$ cat src/rtl/ovsf_pkg.sv
`timescale 1ns / 1ps
`default_nettype none

package ovsf_pkg;

    // Field widths of the request and result transactions.
    localparam int OP_W   = 2;
    localparam int LVL_W  = 3;
    localparam int IDX_W  = 6;
    localparam int USER_W = 8;
    localparam int STAT_W = 3;
    localparam int CODE_W = 64;
    localparam int CNT_W  = 7;

    // Request operation codes.
    localparam logic [OP_W-1:0] OP_ASSIGN   = 2'd0;
    localparam logic [OP_W-1:0] OP_RELEASE  = 2'd1;
    localparam logic [OP_W-1:0] OP_REL_USER = 2'd2;
    localparam logic [OP_W-1:0] OP_REL_ALL  = 2'd3;

    // Result status codes.
    localparam logic [STAT_W-1:0] ST_OK       = 3'd0;
    localparam logic [STAT_W-1:0] ST_BAD_POS  = 3'd1;
    localparam logic [STAT_W-1:0] ST_IN_USE   = 3'd2;
    localparam logic [STAT_W-1:0] ST_BLOCKED  = 3'd3;
    localparam logic [STAT_W-1:0] ST_NOT_USED = 3'd4;

    // Saturation limit of a blocker count.
    localparam logic [CNT_W-1:0] CNT_MAX = '1;

    typedef struct packed {
        logic [OP_W-1:0]   operation;
        logic [LVL_W-1:0]  level;
        logic [IDX_W-1:0]  index;
        logic [USER_W-1:0] user_id;
    } t_in;

    typedef struct packed {
        logic [STAT_W-1:0] status;
        logic [CODE_W-1:0] code_word;
    } t_out;

    typedef enum logic [2:0] {
        S_IDLE,
        S_START,
        S_CHECK,
        S_WALK,
        S_SCAN,
        S_DONE
    } t_state;

    // Commands from the controller to the datapath.
    typedef struct packed {
        logic              load_in;
        logic              own_rd_tgt;
        logic              scan_clr;
        logic              scan_inc;
        logic              own_we;
        logic              own_we_scan;
        logic              own_wdata_user;
        logic              walk_start;
        logic              walk_src_scan;
        logic              walk_up;
        logic              clear_all;
        logic              status_we;
        logic [STAT_W-1:0] status;
        logic              out_load;
    } t_cmd;

    // Status from the datapath to the controller.
    typedef struct packed {
        logic [OP_W-1:0] op;
        logic            pos_ok;
        logic            user_zero;
        logic            owner_zero;
        logic            count_zero;
        logic            owner_match;
        logic            scan_last;
        logic            walk_busy;
        logic            out_free;
        logic            any;
    } t_sts;

    // Walsh code of a node: chip c is the inverted parity of c AND the
    // bit-reversed index, for the low 2^lvl chips; higher chips are zero.
    function automatic logic [CODE_W-1:0] walsh_word(input logic [LVL_W-1:0] lvl,
                                                     input logic [IDX_W-1:0] idx);
        logic [CODE_W-1:0] w;
        logic [IDX_W-1:0]  rev;
        logic [IDX_W-1:0]  chip;
        w   = '0;
        rev = '0;
        for (int j = 0; j < IDX_W; j++) begin
            if (j < int'(lvl)) begin
                rev[j] = idx[int'(lvl) - 1 - j];
            end
        end
        for (int c = 0; c < CODE_W; c++) begin
            chip = IDX_W'(c);
            if (c < (1 << lvl)) begin
                w[c] = ~^(chip & rev);
            end
        end
        return w;
    endfunction

endpackage

`default_nettype wire

$ cat src/rtl/ovsf_ram.sv
`timescale 1ns / 1ps
`default_nettype none

module ovsf_ram #(
    parameter int WIDTH = 8,
    parameter int DEPTH = 127
) (
    input  wire logic                     i_clk,
    input  wire logic                     i_we,
    input  wire logic [$clog2(DEPTH)-1:0] i_waddr,
    input  wire logic [WIDTH-1:0]         i_wdata,
    input  wire logic [$clog2(DEPTH)-1:0] i_raddr,
    output logic      [WIDTH-1:0]         o_rdata
);

    logic [WIDTH-1:0] r_mem [DEPTH];

    // One write port and one registered read port.
    always_ff @(posedge i_clk) begin
        if (i_we) begin
            r_mem[i_waddr] <= i_wdata;
        end
        o_rdata <= r_mem[i_raddr];
    end

endmodule

`default_nettype wire

$ cat src/rtl/ovsf_ctrl.sv
`timescale 1ns / 1ps
`default_nettype none

module ovsf_ctrl
    import ovsf_pkg::*;
(
    input  wire logic i_clk,
    input  wire logic i_rst_n,
    input  wire logic i_in_valid,
    output logic      o_in_ready,
    output t_cmd      o_cmd,
    input  wire t_sts i_sts
);

    t_state r_state;
    t_state n_state;

    // State register.
    always_ff @(posedge i_clk) begin
        if (!i_rst_n) begin
            r_state <= S_IDLE;
        end else begin
            r_state <= n_state;
        end
    end

    // Next state.
    always_comb begin
        n_state = r_state;
        case (r_state)
            S_IDLE: begin
                if (i_in_valid) begin
                    n_state = S_START;
                end
            end
            S_START: begin
                case (i_sts.op)
                    OP_ASSIGN: begin
                        n_state = (!i_sts.pos_ok || i_sts.user_zero) ? S_DONE : S_CHECK;
                    end
                    OP_RELEASE: begin
                        n_state = i_sts.pos_ok ? S_CHECK : S_DONE;
                    end
                    OP_REL_USER: begin
                        n_state = i_sts.user_zero ? S_DONE : S_SCAN;
                    end
                    default: begin
                        n_state = S_DONE;
                    end
                endcase
            end
            S_CHECK: begin
                if (i_sts.op == OP_ASSIGN) begin
                    n_state = (!i_sts.owner_zero || !i_sts.count_zero) ? S_DONE : S_WALK;
                end else begin
                    n_state = i_sts.owner_zero ? S_DONE : S_WALK;
                end
            end
            S_WALK: begin
                if (!i_sts.walk_busy) begin
                    if (i_sts.op == OP_REL_USER && !i_sts.scan_last) begin
                        n_state = S_SCAN;
                    end else begin
                        n_state = S_DONE;
                    end
                end
            end
            S_SCAN: begin
                if (i_sts.owner_match) begin
                    n_state = S_WALK;
                end else if (i_sts.scan_last) begin
                    n_state = S_DONE;
                end
            end
            S_DONE: begin
                if (i_sts.out_free) begin
                    n_state = S_IDLE;
                end
            end
            default: begin
                n_state = S_IDLE;
            end
        endcase
    end

    // Commands for the datapath.
    always_comb begin
        o_cmd      = '0;
        o_in_ready = 1'b0;
        case (r_state)
            S_IDLE: begin
                o_in_ready    = 1'b1;
                o_cmd.load_in = i_in_valid;
            end
            S_START: begin
                case (i_sts.op)
                    OP_ASSIGN, OP_RELEASE: begin
                        o_cmd.own_rd_tgt = 1'b1;
                        if (!i_sts.pos_ok || (i_sts.op == OP_ASSIGN && i_sts.user_zero)) begin
                            o_cmd.status_we = 1'b1;
                            o_cmd.status    = ST_BAD_POS;
                        end
                    end
                    OP_REL_USER: begin
                        o_cmd.scan_clr = 1'b1;
                        if (i_sts.user_zero) begin
                            o_cmd.status_we = 1'b1;
                            o_cmd.status    = ST_NOT_USED;
                        end
                    end
                    default: begin
                        o_cmd.clear_all = 1'b1;
                        o_cmd.status_we = 1'b1;
                        o_cmd.status    = ST_OK;
                    end
                endcase
            end
            S_CHECK: begin
                o_cmd.status_we = 1'b1;
                if (i_sts.op == OP_ASSIGN) begin
                    if (!i_sts.owner_zero) begin
                        o_cmd.status = ST_IN_USE;
                    end else if (!i_sts.count_zero) begin
                        o_cmd.status = ST_BLOCKED;
                    end else begin
                        o_cmd.status         = ST_OK;
                        o_cmd.own_we         = 1'b1;
                        o_cmd.own_wdata_user = 1'b1;
                        o_cmd.walk_start     = 1'b1;
                        o_cmd.walk_up        = 1'b1;
                    end
                end else begin
                    if (i_sts.owner_zero) begin
                        o_cmd.status = ST_NOT_USED;
                    end else begin
                        o_cmd.status     = ST_OK;
                        o_cmd.own_we     = 1'b1;
                        o_cmd.walk_start = 1'b1;
                    end
                end
            end
            S_WALK: begin
                if (!i_sts.walk_busy && i_sts.op == OP_REL_USER) begin
                    if (!i_sts.scan_last) begin
                        o_cmd.scan_inc = 1'b1;
                    end else begin
                        o_cmd.status_we = 1'b1;
                        o_cmd.status    = i_sts.any ? ST_OK : ST_NOT_USED;
                    end
                end
            end
            S_SCAN: begin
                if (i_sts.owner_match) begin
                    o_cmd.own_we        = 1'b1;
                    o_cmd.own_we_scan   = 1'b1;
                    o_cmd.walk_start    = 1'b1;
                    o_cmd.walk_src_scan = 1'b1;
                end else if (i_sts.scan_last) begin
                    o_cmd.status_we = 1'b1;
                    o_cmd.status    = i_sts.any ? ST_OK : ST_NOT_USED;
                end else begin
                    o_cmd.scan_inc = 1'b1;
                end
            end
            S_DONE: begin
                o_cmd.out_load = i_sts.out_free;
            end
            default: begin
                o_cmd = '0;
            end
        endcase
    end

    // A walk is never left while count updates are still in flight.
    a_walk_holds: assert property (@(posedge i_clk) disable iff (!i_rst_n)
        (r_state == S_WALK && i_sts.walk_busy) |=> (r_state == S_WALK))
        else $error("walk state left while walk busy");

    // Scanning owners only resumes after the previous walk has drained.
    a_scan_idle_walk: assert property (@(posedge i_clk) disable iff (!i_rst_n)
        (r_state == S_SCAN) |-> !i_sts.walk_busy)
        else $error("scan overlaps a walk");

endmodule

`default_nettype wire

$ cat src/rtl/ovsf_dp.sv
`timescale 1ns / 1ps
`default_nettype none

module ovsf_dp
    import ovsf_pkg::*;
#(
    parameter int MAX_LEVEL = 6
) (
    input  wire logic i_clk,
    input  wire logic i_rst_n,
    input  wire t_in  i_in_data,
    input  wire t_cmd i_cmd,
    output t_sts      o_sts,
    output logic      o_out_valid,
    input  wire logic i_out_ready,
    output t_out      o_out_data
);

    localparam int NODES = (1 << (MAX_LEVEL + 1)) - 1;
    localparam int AW    = MAX_LEVEL + 1;
    localparam int NB    = MAX_LEVEL + 2;

    t_in r_in;

    logic          pos_ok;
    logic [NB-1:0] tgt_node;
    logic [AW-1:0] tgt_addr;

    logic [AW-1:0] r_scan_idx;
    logic [AW-1:0] n_scan_idx;
    logic          r_any;

    logic [NODES-1:0] r_own_vld;
    logic [NODES-1:0] r_cnt_vld;
    logic             r_own_rv;
    logic             r_cnt_rv;

    logic [AW-1:0]     own_raddr;
    logic [AW-1:0]     own_waddr;
    logic [USER_W-1:0] own_wdata;
    logic [USER_W-1:0] own_rdata;
    logic [USER_W-1:0] owner_val;

    logic [AW-1:0]    cnt_raddr;
    logic [CNT_W-1:0] cnt_rdata;
    logic [CNT_W-1:0] cnt_val;
    logic [CNT_W-1:0] cnt_wdata;

    logic          r_walk_act;
    logic          r_walk_desc;
    logic          r_walk_up;
    logic [NB-1:0] r_walk_root;
    logic [NB-1:0] r_walk_node;
    logic [NB-1:0] r_row_first;
    logic [NB-1:0] r_row_mask;
    logic          n_walk_act;
    logic          n_walk_desc;
    logic          n_walk_up;
    logic [NB-1:0] n_walk_root;
    logic [NB-1:0] n_walk_node;
    logic [NB-1:0] n_row_first;
    logic [NB-1:0] n_row_mask;
    logic [NB-1:0] start_root;
    logic [NB-1:0] root_sel;
    logic [NB-1:0] anc_next;
    logic [NB-1:0] desc_first;
    logic [NB-1:0] row_next;
    logic          walk_busy;

    logic          r_wb_pend;
    logic [AW-1:0] r_wb_addr;

    logic [STAT_W-1:0] r_status;
    logic              r_out_valid;
    t_out              r_out;
    logic              out_free;

    // Request register.
    always_ff @(posedge i_clk) begin
        if (i_cmd.load_in) begin
            r_in <= i_in_data;
        end
    end

    // Target node number: 2^level + index, root is node 1.
    assign pos_ok   = (r_in.level <= LVL_W'(MAX_LEVEL)) && ((r_in.index >> r_in.level) == '0);
    assign tgt_node = pos_ok ? ((NB'(1) << r_in.level) + NB'(r_in.index)) : NB'(1);
    assign tgt_addr = AW'(tgt_node - NB'(1));

    // Scan index over all store entries.
    always_comb begin
        n_scan_idx = r_scan_idx;
        if (i_cmd.scan_clr) begin
            n_scan_idx = '0;
        end else if (i_cmd.scan_inc) begin
            n_scan_idx = r_scan_idx + AW'(1);
        end
    end

    always_ff @(posedge i_clk) begin
        r_scan_idx <= n_scan_idx;
    end

    // Remembers whether a release by user freed any node.
    always_ff @(posedge i_clk) begin
        if (!i_rst_n || i_cmd.scan_clr) begin
            r_any <= 1'b0;
        end else if (i_cmd.own_we && i_cmd.own_we_scan) begin
            r_any <= 1'b1;
        end
    end

    // Owner store.
    assign own_raddr = i_cmd.own_rd_tgt ? tgt_addr : n_scan_idx;
    assign own_waddr = i_cmd.own_we_scan ? r_scan_idx : tgt_addr;
    assign own_wdata = i_cmd.own_wdata_user ? r_in.user_id : '0;

    ovsf_ram #(
        .WIDTH (USER_W),
        .DEPTH (NODES)
    ) u_owner_ram (
        .i_clk   (i_clk),
        .i_we    (i_cmd.own_we),
        .i_waddr (own_waddr),
        .i_wdata (own_wdata),
        .i_raddr (own_raddr),
        .o_rdata (own_rdata)
    );

    // Blocker count store.
    assign cnt_raddr = r_walk_act ? AW'(r_walk_node - NB'(1)) : tgt_addr;

    ovsf_ram #(
        .WIDTH (CNT_W),
        .DEPTH (NODES)
    ) u_count_ram (
        .i_clk   (i_clk),
        .i_we    (r_wb_pend),
        .i_waddr (r_wb_addr),
        .i_wdata (cnt_wdata),
        .i_raddr (cnt_raddr),
        .o_rdata (cnt_rdata)
    );

    // Valid bits: an entry never written since reset or clear reads as zero.
    always_ff @(posedge i_clk) begin
        if (!i_rst_n || i_cmd.clear_all) begin
            r_own_vld <= '0;
            r_cnt_vld <= '0;
        end else begin
            if (i_cmd.own_we) begin
                r_own_vld[own_waddr] <= 1'b1;
            end
            if (r_wb_pend) begin
                r_cnt_vld[r_wb_addr] <= 1'b1;
            end
        end
    end

    always_ff @(posedge i_clk) begin
        r_own_rv <= r_own_vld[own_raddr];
        r_cnt_rv <= r_cnt_vld[cnt_raddr];
    end

    assign owner_val = r_own_rv ? own_rdata : '0;
    assign cnt_val   = r_cnt_rv ? cnt_rdata : '0;

    // Relative walk: ancestors up to the root, then descendants row by row.
    assign start_root = i_cmd.walk_src_scan ? (NB'(r_scan_idx) + NB'(1)) : tgt_node;
    assign root_sel   = i_cmd.walk_start ? start_root : r_walk_root;
    assign anc_next   = i_cmd.walk_start ? (start_root >> 1) : (r_walk_node >> 1);
    assign desc_first = root_sel << 1;
    assign row_next   = r_row_first << 1;

    always_comb begin
        n_walk_act  = r_walk_act;
        n_walk_desc = r_walk_desc;
        n_walk_up   = r_walk_up;
        n_walk_root = r_walk_root;
        n_walk_node = r_walk_node;
        n_row_first = r_row_first;
        n_row_mask  = r_row_mask;
        if (i_cmd.walk_start) begin
            n_walk_root = start_root;
            n_walk_up   = i_cmd.walk_up;
        end
        if (i_cmd.walk_start || (r_walk_act && !r_walk_desc)) begin
            if (anc_next != '0) begin
                n_walk_act  = 1'b1;
                n_walk_desc = 1'b0;
                n_walk_node = anc_next;
            end else if (!desc_first[NB-1]) begin
                n_walk_act  = 1'b1;
                n_walk_desc = 1'b1;
                n_walk_node = desc_first;
                n_row_first = desc_first;
                n_row_mask  = NB'(1);
            end else begin
                n_walk_act = 1'b0;
            end
        end else if (r_walk_act) begin
            if ((r_walk_node & r_row_mask) != r_row_mask) begin
                n_walk_node = r_walk_node + NB'(1);
            end else if (row_next[NB-1]) begin
                n_walk_act = 1'b0;
            end else begin
                n_walk_node = row_next;
                n_row_first = row_next;
                n_row_mask  = {r_row_mask[NB-2:0], 1'b1};
            end
        end
    end

    always_ff @(posedge i_clk) begin
        if (!i_rst_n) begin
            r_walk_act <= 1'b0;
            r_wb_pend  <= 1'b0;
        end else begin
            r_walk_act <= n_walk_act;
            r_wb_pend  <= r_walk_act;
        end
    end

    always_ff @(posedge i_clk) begin
        r_walk_desc <= n_walk_desc;
        r_walk_up   <= n_walk_up;
        r_walk_root <= n_walk_root;
        r_walk_node <= n_walk_node;
        r_row_first <= n_row_first;
        r_row_mask  <= n_row_mask;
        r_wb_addr   <= cnt_raddr;
    end

    assign walk_busy = r_walk_act | r_wb_pend;

    // Saturating count update, written back in the cycle after its read.
    always_comb begin
        if (r_walk_up) begin
            cnt_wdata = (cnt_val == CNT_MAX) ? cnt_val : (cnt_val + CNT_W'(1));
        end else begin
            cnt_wdata = (cnt_val == '0) ? cnt_val : (cnt_val - CNT_W'(1));
        end
    end

    // Result status.
    always_ff @(posedge i_clk) begin
        if (i_cmd.status_we) begin
            r_status <= i_cmd.status;
        end
    end

    // Output register, freed when its transaction completes.
    assign out_free = !r_out_valid || i_out_ready;

    always_ff @(posedge i_clk) begin
        if (!i_rst_n) begin
            r_out_valid <= 1'b0;
        end else if (i_cmd.out_load) begin
            r_out_valid <= 1'b1;
        end else if (i_out_ready) begin
            r_out_valid <= 1'b0;
        end
    end

    always_ff @(posedge i_clk) begin
        if (i_cmd.out_load) begin
            r_out.status <= r_status;
            if (pos_ok && (r_in.operation == OP_ASSIGN || r_in.operation == OP_RELEASE)) begin
                r_out.code_word <= walsh_word(r_in.level, r_in.index);
            end else begin
                r_out.code_word <= '0;
            end
        end
    end

    assign o_out_valid = r_out_valid;
    assign o_out_data  = r_out;

    // Status to the controller.
    always_comb begin
        o_sts             = '0;
        o_sts.op          = r_in.operation;
        o_sts.pos_ok      = pos_ok;
        o_sts.user_zero   = (r_in.user_id == '0);
        o_sts.owner_zero  = (owner_val == '0);
        o_sts.count_zero  = (cnt_val == '0);
        o_sts.owner_match = (owner_val == r_in.user_id);
        o_sts.scan_last   = (r_scan_idx == AW'(NODES - 1));
        o_sts.walk_busy   = walk_busy;
        o_sts.out_free    = out_free;
        o_sts.any         = r_any;
    end

    // A count write-back always follows a count read of the walk.
    a_wb_after_read: assert property (@(posedge i_clk) disable iff (!i_rst_n)
        r_wb_pend |-> $past(r_walk_act))
        else $error("count write without preceding walk read");

    // A new walk never starts on top of a running one.
    a_walk_start_idle: assert property (@(posedge i_clk) disable iff (!i_rst_n)
        i_cmd.walk_start |-> !walk_busy)
        else $error("walk started while busy");

    // A result is only loaded into a free output register.
    a_out_load_free: assert property (@(posedge i_clk) disable iff (!i_rst_n)
        i_cmd.out_load |-> out_free)
        else $error("result overwrites a pending result");

endmodule

`default_nettype wire

$ cat src/rtl/ovsf_code_tree_allocator_core.sv
`timescale 1ns / 1ps
`default_nettype none

// Channel   Direction  Handshake                   Payload
// request   in         i_in_valid / o_in_ready     i_in_data  (t_in)
// result    out        o_out_valid / i_out_ready   o_out_data (t_out)
//
// Assign or release of a node updates the count of each ancestor and
// descendant in turn through the read and write ports of the count store;
// a refused request does no walk. Release by user scans every owner entry
// and walks the relatives of each freed node. Reset and release all clear
// both stores at once through per-entry valid bits, so no clearing pass
// follows reset.
// The result register frees the controller while a result waits for i_out_ready.

module ovsf_code_tree_allocator_core
    import ovsf_pkg::*;
#(
    parameter int MAX_LEVEL = 6
) (
    input  wire logic i_clk,
    input  wire logic i_rst_n,
    input  wire logic i_in_valid,
    output logic      o_in_ready,
    input  wire t_in  i_in_data,
    output logic      o_out_valid,
    input  wire logic i_out_ready,
    output t_out      o_out_data
);

    t_cmd cmd;
    t_sts sts;

    // Sequencer for requests, walks and scans.
    ovsf_ctrl u_ctrl (
        .i_clk      (i_clk),
        .i_rst_n    (i_rst_n),
        .i_in_valid (i_in_valid),
        .o_in_ready (o_in_ready),
        .o_cmd      (cmd),
        .i_sts      (sts)
    );

    // Stores, walk address generator and result register.
    ovsf_dp #(
        .MAX_LEVEL (MAX_LEVEL)
    ) u_dp (
        .i_clk       (i_clk),
        .i_rst_n     (i_rst_n),
        .i_in_data   (i_in_data),
        .i_cmd       (cmd),
        .o_sts       (sts),
        .o_out_valid (o_out_valid),
        .i_out_ready (i_out_ready),
        .o_out_data  (o_out_data)
    );

endmodule

`default_nettype wire

$ cat config.mk
export PLATFORM = sky130hd
export DESIGN_NAME = ovsf_code_tree_allocator_core
export DESIGN_NICKNAME = d
export VERILOG_FILES = /design/src/rtl/ovsf_pkg.sv /design/src/rtl/ovsf_ram.sv /design/src/rtl/ovsf_ctrl.sv /design/src/rtl/ovsf_dp.sv /design/src/rtl/ovsf_code_tree_allocator_core.sv
export SDC_FILE = /design/constraint.sdc
export NUM_CORES = 2
export LEC_CHECK = 0
export ABC_AREA = 1
export BUFFER_PORTS_ARGS = -buffer_cell sky130_fd_sc_hd__buf_4
export CORE_MARGIN = 2
export CORE_UTILIZATION = 55
export CTS_BUF_LIST = sky130_fd_sc_hd__clkbuf_2 sky130_fd_sc_hd__clkbuf_4 sky130_fd_sc_hd__clkbuf_8
export DETAILED_ROUTE_END_ITERATION = 10
export PLACE_DENSITY = 0.83
export SETUP_SLACK_MARGIN = 0.3
export SLEW_MARGIN = 20
export SYNTH_ARGS = -nofsm -noshare
export SYNTH_HDL_FRONTEND = slang
export SYNTH_SLANG_ARGS = --single-unit
$ cat constraint.sdc
create_clock -name i_clk -period 9.3 [get_ports i_clk]
set_clock_uncertainty 0.1 [all_clocks]
set_input_delay 1.86 -clock i_clk [delete_from_list [all_inputs] [get_ports i_clk]]
set_output_delay 1.86 -clock i_clk [all_outputs]
set_load 0.03 [all_outputs]
# Word-level counts from Yosys, hierarchy flattened
# Memories as Yosys holds them, arrays and structs flattened. A register that Yosys moved wholly into a read port is not among the register bits.
# Index checks and enable logic that the tools add are counted.
[totals] regBits=398 ramBits=1905 in_bits=23 output_inout_bits=69 elab_cells=525 mem_count=2
[mem_list] name="u_dp.u_owner_ram.r_mem" depth=127 width=8 read_ports=1 rd_clocked_by_memory_dff=1 write_ports=1 line_no="ovsf_ram.sv:16" rtl="logic [WIDTH-1:0] r_mem [DEPTH];"
[mem_list] name="u_dp.u_count_ram.r_mem" depth=127 width=7 read_ports=1 rd_clocked_by_memory_dff=1 write_ports=1 line_no="ovsf_ram.sv:16"
[classes] addsub=14 order_cmp=83 eq_ne=22 n_shift=3 mux=141 bitwise_logic=4 n_reduce_logical=168
[op_table] operator="$lt A7 B32 Y1 const A" count=32
[op_table] operator="$lt A6 B32 Y1 const A" count=16
[op_table] operator="$reduce_xnor A6 Y1" count=63
[op_table] operator="$lt A5 B32 Y1 const A" count=8
[op_table] operator="$or A127 B127 Y127" count=2
[op_table] operator="$lt A32 B5 Y1 const B" count=6
[op_table] operator="$reduce_and A2 Y1" count=65
[op_table] operator="$lt A4 B32 Y1 const A" count=4
[op_table] operator="$mux W8" count=16
[op_table] operator="$mux W7" count=16
[op_table] operator="$mux W1" count=68
[op_table] operator="$lt A3 B32 Y1 const A" count=2
[op_table] operator="$sub A32 B3 Y32 const B" count=2
[op_table] operator="$sub A32 B4 Y32 const B" count=2
[op_table] operator="$mux W3" count=14
[op_table] operator="$lt A1 B32 Y1 const A" count=1
[op_table] operator="$lt A2 B32 Y1 const A" count=1
[op_table] operator="$lt A7 B8 Y1 const B" count=4
[op_table] operator="$shl A1 B3 Y32 const A" count=1
[op_table] operator="$sub A32 B2 Y32 const B" count=1
[op_table] operator="$sub A7 B1 Y7 const B" count=3
[op_table] operator="$mux W4" count=5
[op_table] operator="$bmux W1 S3" count=6
[op_table] operator="$pmux W3 S6" count=1
[op_table] operator="48 further kinds" count=96

# Longest topological paths before layout
[logic_depth] ltp_word=11 mapped_depth=29 mapped_depth_nobuf=27

# Modules after synthesis
# A second synthesis with hierarchy kept.
[hier_totals] cells_unflattened=9477 hier_area_um2=98816.0
[by_module_without_submodules] mod="ovsf_ram at u_dp.u_owner_ram" n_inst=1 cells_each=3548 area_each_um2=41775.1 seq_area_each_um2=30669.4
[by_module_without_submodules] mod="ovsf_ram at u_dp.u_count_ram" n_inst=1 cells_each=3125 area_each_um2=36595.1 seq_area_each_um2=26835.7
[by_module_without_submodules] mod="ovsf_dp" n_inst=1 cells_each=2712 area_each_um2=19964.1 seq_area_each_um2=8988.6
[by_module_without_submodules] mod="ovsf_ctrl" n_inst=1 cells_each=92 area_each_um2=481.7 seq_area_each_um2=60.1

# Worst setup path before layout
# OpenSTA, ideal clock, no wires.
[synth_timing] path_kind="register to register" startpoint="register u_dp.r_cnt_rv" endpoint="memory u_dp.u_count_ram.r_mem[0][3] (netlist bit), data pin" setup_ns=1.189 arrival_ns=6.314 required_ns=8.011 slack_ns=1.697 path_stages_with_launch=12 n_path_buf=0 synth_period_minus_slack_ns=7.603 path_cell_list="dfxtp_1 -> nand2_1 -> inv_1 -> ha_1 -> nand3_1 -> nor2_1 -> nand2_1 -> inv_1 -> nor4_1 -> nand2_1 -> nand2_1 -> o21ai_0"
[synth_via] elab_chain_len=4 word_cells_on_any_way=8 classes_between="add/sub: 2; eq/ne: 1; mux: 4; reduce/logical: 1"
[synth_lines] item="start, declared" line_no="ovsf_dp.sv:36" rtl="logic r_cnt_rv;"
[synth_lines] item="start signal, assigned" line_no="ovsf_dp.sv:162" rtl="r_cnt_rv <= r_cnt_vld[cnt_raddr];"
[synth_lines] item="$mux W7 (*)" line_no="ovsf_dp.sv:166" rtl="assign cnt_val = r_cnt_rv ? cnt_rdata : '0;"
[synth_lines] item="$sub A7 B1 Y7, or another cell as far along" line_no="ovsf_dp.sv:241" rtl="cnt_wdata = (cnt_val == '0) ? cnt_val : (cnt_val - CNT_W'(1));"
[synth_lines] item="$mux W7, on equally long branches" line_no="ovsf_dp.sv:241, ovsf_dp.sv:239"
[synth_lines] item="$mux W7 (*)" line_no="ovsf_dp.sv:238" rtl="if (r_walk_up) begin"
[synth_lines] item="named net u_dp.cnt_wdata[3]" line_no="ovsf_dp.sv:47" rtl="logic [CNT_W-1:0] cnt_wdata;"
[synth_lines] item="end, declared" line_no="ovsf_ram.sv:16"
# The timed path passes the listed nets; every way through them passes the cells marked *.

# Worst setup path after layout
[layout_timing] startpoint="register u_dp.r_in[14] (netlist bit)" endpoint="register u_dp.u_count_ram.o_rdata[6] (read register of u_dp.u_count_ram.r_mem)"
[layout_via] elab_chain_len=6 word_cells_on_any_way=9 classes_between="add/sub: 2; order compare: 1; shift: 2; mux: 2; reduce/logical: 2"
[layout_lines] item="start, declared" line_no="ovsf_dp.sv:23" rtl="t_in r_in;"
[layout_lines] item="start signal, assigned" line_no="ovsf_dp.sv:81" rtl="r_in <= i_in_data;"
[layout_lines] item="branches (longest 3 deep; another with $add A8 B6 Y8)"
[layout_lines] item="$mux W8 (*)" line_no="ovsf_dp.sv:87" rtl="assign tgt_node = pos_ok ? ((NB'(1) << r_in.level) + NB'(r_in.index)) : NB'(1);"
[layout_lines] item="$sub A7 B1 Y7 (*)" line_no="ovsf_dp.sv:88" rtl="assign tgt_addr = AW'(tgt_node - NB'(1));"
[layout_lines] item="$mux W7 (*)" line_no="ovsf_dp.sv:131" rtl="assign cnt_raddr = r_walk_act ? AW'(r_walk_node - NB'(1)) : tgt_addr;"
[layout_lines] item="end, declared" line_no="ovsf_ram.sv:13" rtl="output logic [WIDTH-1:0] o_rdata"
# Mark *: on every way between the ends.
# A chain may end at the register's enable or synchronous reset.

==> metrics <==
status finished with violations; violated checks slew limit; CTS Sinks 2316; vias per cell 5.91; Longest Clk Path Bufs 4; global-route wire length before repair 405 mm; FF-to-FF End u_dp.u_count_ram.o_rdata[6]; row cnt 157; Clock Latency Late Sink 1130 ps; via total after detailed routing 73027; fmax 170 MHz; initial antenna violation count 3; worst ir drop on vdd 379 uV; Final WS setup 3430 ps; CTS H-tree depth 5; Syn Area/Cell 10.6 um^2; Critical Path Fanout Max 85; fraction of layout cells with a size suffix above 1 12.0%; max_cap viols 0; Final nets 9637; hold depth 2; worst-margin pin slew 1510 ps; worst hold path class flop to flop; Area Growth Syn to Fin 9.81%; Hold Crit Endpoint u_dp.r_walk_root[0]; max-slew violations 16; setup repair bufs after CTS 0; Setup TNS Final 0 ps; hold path startpoint u_dp.r_walk_root[0]; max incr delay on CP 830 ps; Fin. Hold Viols 0; Critical path buffers and inverters 6; Crit path arrival time 6740 ps; Tmin final 5870 ps; Worst path top cell family by delay buffers and inverters; FFs w/ async S/R, synth 0%; Final setup viols 0; post-synth top area share 59.9%; slowest CP cell inv_4; drt total wl 267 mm; RSZ-0062 raised after global routing no; drt wl/cell 21.6 um; cell mode on critical path nand2_1; die area 187000 um^2; core area 183000 um^2; YS warnings 0; Post-route DRC 0; GR Overflow Total 0; post-synth cell types 61; cells along the critical path inv_2, ha_1, inv_1, nor2_1, ha_1, ha_1, inv_1, nand2_1, or2_0, nand2_1, nor2_1, xnor2_1, o21ai_4, buf_4, inv_4, buf_4, o211ai_1, o211ai_1, nand3_1, nand3_1, nand2_1, nand2_1, nand2_1; Mapped Cells 9580; Crit. End Element flop; Global Route Usage Sum 28.0%; worst r2r src u_dp.r_in[14]; PD cells 283 nW/um^2; DIE HEIGHT 433 um; Post-synth top flop edfxtp_1; 1st-pass router iterations 9; Routed Antenna Nets 0; Initial Utilization 55.3%; I/O Buffers 91; Root Buffer clkbuf_8; total CTS buffers 371; Tot Pwr 31.4 mW; hold_buf cts 0; Place WS 3620 ps; Synth Register Bits 2316; Worst EP required 10170 ps; largest net degree at the start of global routing 222; Leak 44.5 nW; Clk pin slew, worst setup/hold paths 60 ps; Die X 433 um; First DRT Iteration DRCs 10572; leading area contributor after synthesis edfxtp_1; Tcrit/Tclk final 63.1%; Mapped Area 101000 um^2; Ports 92; CTS tree yes; top cells by count, synth edfxtp_1 (2017), nand2_1 (1471), nand3_1 (1463), inv_1 (1419), nor2_1 (748); Post-CTS Resized 0; CP Launch Type flop; DP HPWL 152 mm; syn_nets 9622; Seq/Total Area, Yosys 65.8%; Post-synth EDFFs 2017; setup slack, reg-to-reg 3430 ps; Fin Hold WS 343 ps; WS Path Type flop to flop; gpl congestion 0.898; Slew headroom -0.447%; Worst Reg2Reg Path Length in Cells 23; number of global-route vias before repair 70595; most common cell in the netlist edfxtp_1; synth top area cells edfxtp_1 (60%), nand3_1 (7.2%), dfxtp_1 (5.9%), nand2_1 (5.5%), inv_1 (5.3%)
==> tightest hold or removal path, cell delays in order (launching register included) <==
cell and delay (ps):
dfxtp_1 300, a21oi_1 70, inv_1 40
==> worst max path at each step <==
stage | endpoint | from | depth (start not counted) | slack, ps
CTS | u_dp.u_owner_ram.o_rdata[1] | u_dp.r_in[14] | 25 | 3560
global route | u_dp.u_count_ram.o_rdata[6] | u_dp.r_in[14] | 23 | 3090
detailed placement | u_dp.u_owner_ram.o_rdata[0] | u_dp.r_in[14] | 25 | 3620
floorplan | u_dp.u_count_ram.r_mem[0][3] | u_dp.r_cnt_rv | 11 | 1700
finish | u_dp.u_count_ram.o_rdata[6] | u_dp.r_in[14] | 23 | 3430
global placement | u_dp.u_owner_ram.o_rdata[1] | u_dp.r_in[14] | 25 | 3710
==> cell families (layout without fill, tap and decap cells) <==
family | after synthesis | count (layout) | synth area share [%]
simple gates | 4079 | 4079 | 18.5
flops | 2316 | 2316 | 65.8
buf+inv | 2002 | 2310 | 8.18
compound gates | 1124 | 1124 | 6.92
xor+xnor | 40 | 40 | 0.361
fa+ha+maj | 19 | 19 | 0.235
other cells | 0 | 2 | 0
==> placed cells by master (no fill, tap or decap), types with 8 or more instances in the layout <==
cell,synthesis,routed
buf_12,0,11
a21oi_1,212,212
xnor2_1,9,9
o211ai_1,453,453
or2_2,166,166
nand2_4,5,10
nand2_1,1471,1466
clkinv_1,3,54
clkinv_2,0,39
nand3b_1,60,60
edfxtp_1,2017,2017
nor2_2,7,8
clkbuf_8,0,421
inv_1,1419,1416
nor2_1,748,734
dfxtp_1,299,299
xor2_1,29,28
o21bai_1,29,29
nor2_4,16,29
o21ai_4,0,9
clkbuf_4,0,138
nand3_1,1463,1463
inv_2,19,19
buf_4,29,182
nor3_1,30,29
o21ai_0,375,372
nand3_2,83,83
o21ai_2,11,9
ha_1,19,19
==> metal layers <==
metal / GRT usage, % / routed length [um]
met4: 14.2 / 13100
met3: 6.30 / 32100
met1: 36.3 / 96400
met2: 44.4 / 126000
met5: 0 / 0
==> cell type report <==
type | instances | area (um^2)
inverter | 1442 | 5430
antenna | 2 | 5.00
clock buffer | 559 | 6830
tap | 2464 | 3080
clock inverter | 107 | 679
timing repair buffer | 202 | 1800
fill | 13601 | 71900
sequential | 2316 | 66600
multi-input combinational | 5262 | 26600
==> through the flow <==
step           cell area (um^2)  std cells  util, %
5_1_grt                  111000      12354     60.7
3_5_place_dp             103000      11679     56.5
4_1_cts                  111000      12345     60.6
3_3_place_gp             103000      11677     56.4
6_report                 111000      12354     60.7
2_1_floorplan            101000       9580        -
==> state kept, by name, summed over array words and instances (netlist names), 6 cells and up <==
| register | count |
|---|---|
| u_dp.r_row_mask | 7 |
| u_dp.o_out_data | 67 |
| u_dp.r_wb_addr | 7 |
| u_dp.r_in | 17 |
| u_dp.r_cnt_vld | 127 |
| u_dp.u_owner_ram.o_rdata | 8 |
| u_dp.r_walk_node | 8 |
| u_dp.u_owner_ram.r_mem | 1016 |
| u_dp.r_walk_root | 7 |
| u_dp.r_scan_idx | 7 |
| u_dp.r_own_vld | 127 |
| u_dp.r_row_first | 6 |
| u_dp.u_count_ram.o_rdata | 7 |
| u_dp.u_count_ram.r_mem | 889 |
==> power by group <==
part / internal, mW / switching (mW) / leakage, nW / total (mW)
Sequential: 12.0 / 0.125 / 18.6 / 12.1
Combinational: 2.64 / 7.87 / 21.9 / 10.5
Clock: 4.88 / 3.95 / 4.01 / 8.82
Power figures use the tool's default switching activity.
